==> src/hw/rtl/bhcs_pkg.sv <==
`default_nettype none

package bhcs_pkg;

	localparam int HISTORY_DEPTH_DEF   = 6;
	localparam int TICK_RATE_DEF       = 10000;
	localparam int SPEED_FRAC_BITS_DEF = 4;

	localparam int PERIOD_W   = 16;
	localparam int TARGET_W   = 10;
	localparam int HALL_W     = 3;
	localparam int PATTERN_W  = 6;
	localparam int ROTOR_W    = 3;
	localparam int SUM_OUT_W  = 19;
	localparam int EDGE_W     = 32;
	localparam int S_TDATA_W  = 16;
	localparam int M_TDATA_W  = 64;
	localparam int CFG_DATA_W = 3;

	typedef enum logic [1:0] {
		OP_TICK  = 2'd0,
		OP_HALL  = 2'd1,
		OP_DRIVE = 2'd2
	} opcode_t;

	typedef enum logic [1:0] {
		CFG_ROTOR_OFFSET   = 2'd0,
		CFG_PHASE_LEAD     = 2'd1,
		CFG_SPIN_DIRECTION = 2'd2
	} cfg_index_t;

	localparam logic [2:0] ROTOR_OFFSET_RST   = 3'd0;
	localparam logic [2:0] PHASE_LEAD_RST     = 3'b110;
	localparam logic [1:0] SPIN_DIRECTION_RST = 2'b01;

	// phase enables L1L,L1H,L2L,L2H,L3L,L3H from bit0; last two entries all off
	localparam logic [PATTERN_W-1:0] PHASE_TABLE [8] = '{
		6'h12, 6'h18, 6'h09, 6'h21, 6'h24, 6'h06, 6'h00, 6'h00
	};

	// invalid hall codes map to rotor state 7
	localparam logic [ROTOR_W-1:0] HALL_TO_ROTOR [8] = '{
		3'd7, 3'd5, 3'd3, 3'd4, 3'd1, 3'd0, 3'd2, 3'd7
	};

	// truncating remainder by 6 for the drive sum range -6..18, low 3 bits
	function automatic logic [2:0] mod6_low3(input logic signed [5:0] v);
		logic signed [5:0] r;
		if (v[5]) begin
			r = (v == -6'sd6) ? 6'sd0 : v;
		end else if (v >= 6'sd18) begin
			r = v - 6'sd18;
		end else if (v >= 6'sd12) begin
			r = v - 6'sd12;
		end else if (v >= 6'sd6) begin
			r = v - 6'sd6;
		end else begin
			r = v;
		end
		return r[2:0];
	endfunction

endpackage

`default_nettype wire

==> src/hw/rtl/bldc_hall_commutator_speed.sv <==
// A result is offered in the cycle after its request is accepted.
// Throughput: one request per cycle; s_tready follows m_tready while a result waits.
// The state registers double as the result register, so the speed check
// (one 10-bit by sum-width multiply and compare) is the longest path.
// Reset: arst_n low clears all state, loads register reset values, drops m_tvalid.
`default_nettype none

module bldc_hall_commutator_speed #(
	parameter int HISTORY_DEPTH   = bhcs_pkg::HISTORY_DEPTH_DEF,
	parameter int TICK_RATE       = bhcs_pkg::TICK_RATE_DEF,
	parameter int SPEED_FRAC_BITS = bhcs_pkg::SPEED_FRAC_BITS_DEF
) (
	input  wire logic                             clk,
	input  wire logic                             arst_n,
	input  wire logic                             s_tvalid,
	output      logic                             s_tready,
	// [2:0] hall_bits, [12:3] target_speed, [15:13] zero
	input  wire logic [bhcs_pkg::S_TDATA_W-1:0]   s_tdata,
	// [1:0] opcode
	input  wire logic [1:0]                       s_tuser,
	output      logic                             m_tvalid,
	input  wire logic                             m_tready,
	// [5:0] drive_pattern, [8:6] rotor_state, [27:9] period_sum,
	// [59:28] edge_count, [63:60] zero
	output      logic [bhcs_pkg::M_TDATA_W-1:0]   m_tdata,
	// [0] braking
	output      logic                             m_tuser,
	input  wire logic                             cfg_valid,
	output      logic                             cfg_ready,
	input  wire logic [1:0]                       cfg_index,
	input  wire logic [bhcs_pkg::CFG_DATA_W-1:0]  cfg_data
);

	localparam int SUM_W  = $clog2(HISTORY_DEPTH * 65535 + 1);
	localparam int PROD_W = bhcs_pkg::TARGET_W + SUM_W;
	localparam logic [PROD_W-1:0] SPEED_LIMIT =
		PROD_W'(TICK_RATE * (2 ** SPEED_FRAC_BITS));

	logic [2:0]                          offset_q;
	logic [2:0]                          lead_q;
	logic [1:0]                          dir_q;
	logic [bhcs_pkg::PERIOD_W-1:0]       tick_q;
	logic [bhcs_pkg::PERIOD_W-1:0]       hist_q [HISTORY_DEPTH];
	logic [SUM_W-1:0]                    sum_q;
	logic [bhcs_pkg::ROTOR_W-1:0]        rotor_q;
	logic [bhcs_pkg::EDGE_W-1:0]         edges_q;
	logic [bhcs_pkg::PATTERN_W-1:0]      pattern_q;
	logic                                braking_q;
	logic                                m_tvalid_q;

	logic                                s_accept;
	logic [bhcs_pkg::HALL_W-1:0]         s_hall;
	logic [bhcs_pkg::TARGET_W-1:0]       s_target;
	logic [PROD_W-1:0]                   prod;
	logic                                fast;
	logic signed [5:0]                   v_base;
	logic signed [5:0]                   v_drive;

	assign s_hall   = s_tdata[2:0];
	assign s_target = s_tdata[12:3];

	assign s_tready  = !m_tvalid_q || m_tready;
	assign s_accept  = s_tvalid && s_tready;
	assign cfg_ready = 1'b1;

	// with a nonzero target, speed is above it when TICK_RATE * 2^frac > target * sum; empty history is too fast
	assign prod = PROD_W'(s_target) * PROD_W'(sum_q);
	assign fast = (s_target != '0) && ((sum_q == '0) || (SPEED_LIMIT > prod));

	assign v_base = $signed({3'b000, rotor_q}) - $signed({3'b000, offset_q})
		+ $signed({{3{lead_q[2]}}, lead_q}) + 6'sd6;
	assign v_drive = fast ? (v_base - $signed({{4{dir_q[1]}}, dir_q})) : v_base;

	always_ff @(posedge clk or negedge arst_n) begin
		if (!arst_n) begin
			offset_q <= bhcs_pkg::ROTOR_OFFSET_RST;
			lead_q   <= bhcs_pkg::PHASE_LEAD_RST;
			dir_q    <= bhcs_pkg::SPIN_DIRECTION_RST;
		end else if (cfg_valid && cfg_ready) begin
			case (bhcs_pkg::cfg_index_t'(cfg_index))
				bhcs_pkg::CFG_ROTOR_OFFSET:   offset_q <= cfg_data;
				bhcs_pkg::CFG_PHASE_LEAD:     lead_q   <= cfg_data;
				bhcs_pkg::CFG_SPIN_DIRECTION: dir_q    <= cfg_data[1:0];
				default: ;
			endcase
		end
	end

	always_ff @(posedge clk or negedge arst_n) begin
		if (!arst_n) begin
			tick_q    <= '0;
			sum_q     <= '0;
			rotor_q   <= '0;
			edges_q   <= '0;
			pattern_q <= '0;
			braking_q <= 1'b0;
			for (int i = 0; i < HISTORY_DEPTH; i++) begin
				hist_q[i] <= '0;
			end
		end else if (s_accept) begin
			case (bhcs_pkg::opcode_t'(s_tuser))
				bhcs_pkg::OP_TICK: begin
					if (tick_q != '1) begin
						tick_q <= tick_q + 1'b1;
					end
				end
				bhcs_pkg::OP_HALL: begin
					rotor_q <= bhcs_pkg::HALL_TO_ROTOR[s_hall];
					for (int i = 0; i < HISTORY_DEPTH - 1; i++) begin
						hist_q[i] <= hist_q[i+1];
					end
					hist_q[HISTORY_DEPTH-1] <= tick_q;
					// running sum: newest period in, oldest out
					sum_q   <= sum_q + SUM_W'(tick_q) - SUM_W'(hist_q[0]);
					tick_q  <= '0;
					edges_q <= edges_q + 1'b1;
				end
				bhcs_pkg::OP_DRIVE: begin
					pattern_q <= bhcs_pkg::PHASE_TABLE[bhcs_pkg::mod6_low3(v_drive)];
					braking_q <= fast;
				end
				default: ;
			endcase
		end
	end

	always_ff @(posedge clk or negedge arst_n) begin
		if (!arst_n) begin
			m_tvalid_q <= 1'b0;
		end else if (s_accept) begin
			m_tvalid_q <= 1'b1;
		end else if (m_tready) begin
			m_tvalid_q <= 1'b0;
		end
	end

	assign m_tvalid = m_tvalid_q;
	assign m_tuser  = braking_q;
	assign m_tdata  = {4'b0000, edges_q, bhcs_pkg::SUM_OUT_W'(sum_q), rotor_q, pattern_q};

endmodule

`default_nettype wire

==> config.mk <==
export PLATFORM = sky130hd
export DESIGN_NAME = bldc_hall_commutator_speed
export DESIGN_NICKNAME = d
export VERILOG_FILES = /design/src/hw/rtl/bhcs_pkg.sv /design/src/hw/rtl/bldc_hall_commutator_speed.sv
export SDC_FILE = /design/constraint.sdc
export NUM_CORES = 1
export LEC_CHECK = 0
export BUFFER_PORTS_ARGS = -buffer_cell sky130_fd_sc_hd__buf_2
export CORE_UTILIZATION = 55
export DETAILED_ROUTE_END_ITERATION = 10
export GPL_TIMING_DRIVEN = 0
export MAX_ROUTING_LAYER = met4
export PLACE_DENSITY_LB_ADDON = 0.3
export SLEW_MARGIN = 20
export SYNTH_ARGS = -nofsm -noshare
export SYNTH_HDL_FRONTEND = slang
export SYNTH_SLANG_ARGS = --single-unit
==> constraint.sdc <==
create_clock -name clk -period 7.7 [get_ports clk]
set_input_delay 1.54 -clock clk [delete_from_list [all_inputs] [get_ports clk]]
set_output_delay 1.54 -clock clk [all_outputs]
set_load 0.02 [all_outputs]
==> flow_metrics.py <==
metrics = {
    "placed_design": {
        "finalWeightedCongestion": 0.895,
        "port_buffers": 86,
        "detailedPlace.worstSlack_ns": -1.79,
        "dpl.hpwl_mm": 29.4,
    },
    "finish": {
        "antenna_cells": 0,
        "final_nets": 2199,
        "fraction_of_final_layout_cells_with_drive_strength_greater_than_1_pct": 17.6,
        "area_growth_pct": 19.4,
    },
    "cts": {
        "cts_buffers": 17,
        "ctsLongestPathBuffers": 2,
        "cts.root.buffer_cell": "sky130_fd_sc_hd__clkbuf_16",
        "clk_pin_slew_ns": 0.08,
        "ctsHoldBuffers": 0,
        "insertion_delay_ns": 0.44,
        "cts_sink_cnt": 182,
        "level_count_of_the_clock_h_tree": 4,
        "tritoncts": "done",
    },
    "floorplanning": {
        "initial_core_util_pct": 55.9,
        "coreArea_sq_um": 27900,
        "die-width_microns": 170,
        "row_count": 61,
        "die_height_microns": 170,
        "i_o_pin_cnt": 96,
        "die_ar_sq_um": 29000,
    },
    "synth": {
        "synth-edff-count": 0,
        "synth_seq_area_share_pct": 29.3,
        "synth.yosys.warnings": 0,
        "yosys.cell_count.top_type": "sky130_fd_sc_hd__nand2_1",
        "synth_top_flop_cell": "sky130_fd_sc_hd__dfrtp_1",
        "ys_types": 71,
        "netlist_top_cells_count": "sky130_fd_sc_hd__nand2_1, sky130_fd_sc_hd__inv_1, sky130_fd_sc_hd__dfrtp_1, sky130_fd_sc_hd__fa_1, sky130_fd_sc_hd__ha_1",
        "post_synthesis_register_bit_count": 182,
        "top_area_cells_in_the_synthesized_netlist": "sky130_fd_sc_hd__dfrtp_1, sky130_fd_sc_hd__fa_1, sky130_fd_sc_hd__nand2_1, sky130_fd_sc_hd__ha_1, sky130_fd_sc_hd__inv_1",
        "synth.avg_cell_area_sq_um": 8.86,
        "ys_async_sr_fraction_pct": 100,
        "synth.largest_area_cell": "sky130_fd_sc_hd__dfrtp_1",
        "syn-instance-count": 1758,
        "synth_largest_type_area_fraction_pct": 28.8,
        "syn_area_sq_um": 15600,
    },
    "sta": {
        "period_minus_slack_ns": 8.42,
        "fmax_ghz": 0.119,
        "grt_setup_unrepaired": "true",
        "finalClockSkew_ns": 0.0152,
        "relSlewSlack_pct": 39.3,
        "timing.final.crit_share_pct": 109,
        "fin_ws_ns": -0.717,
        "setup_viol": 6,
        "slew_violations": 0,
        "final-hold-violation-count": 0,
        "max_slew.worst_pin.slew_ns": 0.903,
    },
    "worst_setup_path": {
        "timing.critical_path.arrival_ns": 8.73,
        "highest_cell_delay_on_the_worst_timing_path_ns": 0.57,
        "end_kind": "flop",
        "setup.worst_path.class": "in -> reg",
        "cpMaxStageDelayCell": "sky130_fd_sc_hd__fa_1",
        "critical_path.max_fanout": 11,
        "start_kind": "input pin",
        "crit_required_ns": 8.01,
    },
    "global_routing": {
        "antenna_violations_before_repair": 0,
        "grtUsageTotal_pct": 29.2,
        "grt_max_degree": 93,
        "grt_first_pass_wirelength_mm": 64.2,
        "grt_overflow": 0,
        "vias_in_the_first_global_route": 12700,
    },
    "detailed_routing": {
        "drtIter0Drc": 881,
        "drtAntennaViolNets": 0,
        "routedWlPerCell_microns": 17.3,
        "remaining_routing_drc_violations": 0,
        "totalWireLength_mm": 39.7,
        "viasPerCell": 5.44,
        "vias": 12500,
        "drt_first_pass_iters": 5,
    },
    "flow_run": {
        "timing.max_cap.violations": 0,
    },
    "min_path": {
        "hold_path.class": "reg -> reg",
    },
    "outcome": {
        "violations": "negative setup slack",
        "status": "finished, violations left",
    },
}
critical path: cells and delay by family:
family,cells,cell delay (ns)
adders and majority gates,8,3.19
AOI/OAI and AO/OA,7,1.46
buffers and inverters,8,0.96
and+or+nand+nor,8,0.83
muxes,3,0.74
layer usage:
metal | track usage, % | up-vias | wire (microns)
met3 | 3.91 | 84 | 2000
met5 | - | - | 0
met2 | 48.3 | 377 | 19400
met4 | 9.36 | 0 | 1170
li1 | - | 5880 | -
met1 | 37.3 | 6184 | 17100
placed cells by master, fill, tap and decap left out, drive strengths merged, types with 23 or more instances in the layout:
cell and instances:
nor2 37, nand3 31, dfrtp 179, a21oi 49
inv 244, ha 108, nand4 23, clkbuf 75
nand2 430, o21ai 73, xnor2 61, fa 153
and2 101, buf 151
logic make-up (layout without fill, tap and decap cells):
kind of cell,Yosys count,in the layout,synth area share [%]
adder cells (fa/ha/maj),261,261,28.3
other,2,5,0.0482
flip-flops,182,182,29.3
XOR/XNOR,79,79,4.44
AND/OR/NAND/NOR,701,701,20.7
buffers and inverters,316,478,7.81
multiplexers,16,16,1.22
AO/OA/AOI/OAI,201,201,8.14
timing repair:
action	4_1_cts	5_1_grt
endpoints found under the setup margin	6	6
resized for setup	84	77
gates cloned	1	3
buffers inserted	31	19
pin swaps	59	56
stage by stage:
step	util (%)	cells	hold WS, ns	instance area, sq um	TNS, ns
CTS	65.5	2286	0.461	18200	-3.50
finish	66.8	2301	0.465	18600	-3.97
global route	66.8	2301	0.490	18600	-5.34
floorplan	-	1761	0.439	16000	-3.67
global placement	60.7	2225	0.446	16900	-9.80
detailed placement	60.9	2227	0.448	17000	-10.01
worst paths after layout:
check,start,slack (ns),cells after the start,endpoint
max reg2reg,sum_q[17],-0.54,33,pattern_q[5]
max in group asynchronous,arst_n,5.72,3,hist_q[29]
min in group asynchronous,arst_n,0.91,1,edges_q[26]
max,s_tdata[12],-0.72,34,pattern_q[5]
min reg2reg,hist_q[63],0.46,2,hist_q[79]
min,hist_q[63],0.46,2,hist_q[79]
state kept, by name (all words and copies together), names as in the netlist, 3 cells and up:
| name | count |
|---|---|
| edges_q | 32 |
| hist_q | 96 |
| lead_q | 3 |
| offset_q | 3 |
| pattern_q | 6 |
| rotor_q | 3 |
| sum_q | 19 |
| tick_q | 16 |
cell type report:
| cell class | instances | area, sq um |
|---|---|---|
| fillers | 2214 | 9260 |
| clock buffers | 17 | 425 |
| repair buffers | 141 | 1090 |
| flip-flops and latches | 182 | 4560 |
| well taps | 378 | 473 |
| inverters | 237 | 892 |
| plain buffers | 68 | 468 |
| clock inverters | 15 | 190 |
| multi-input cells | 1263 | 10500 |
Power is left out: the tool's default activity adds up to more than one toggle a clock period on the data nets, which glitch-free logic cannot reach.
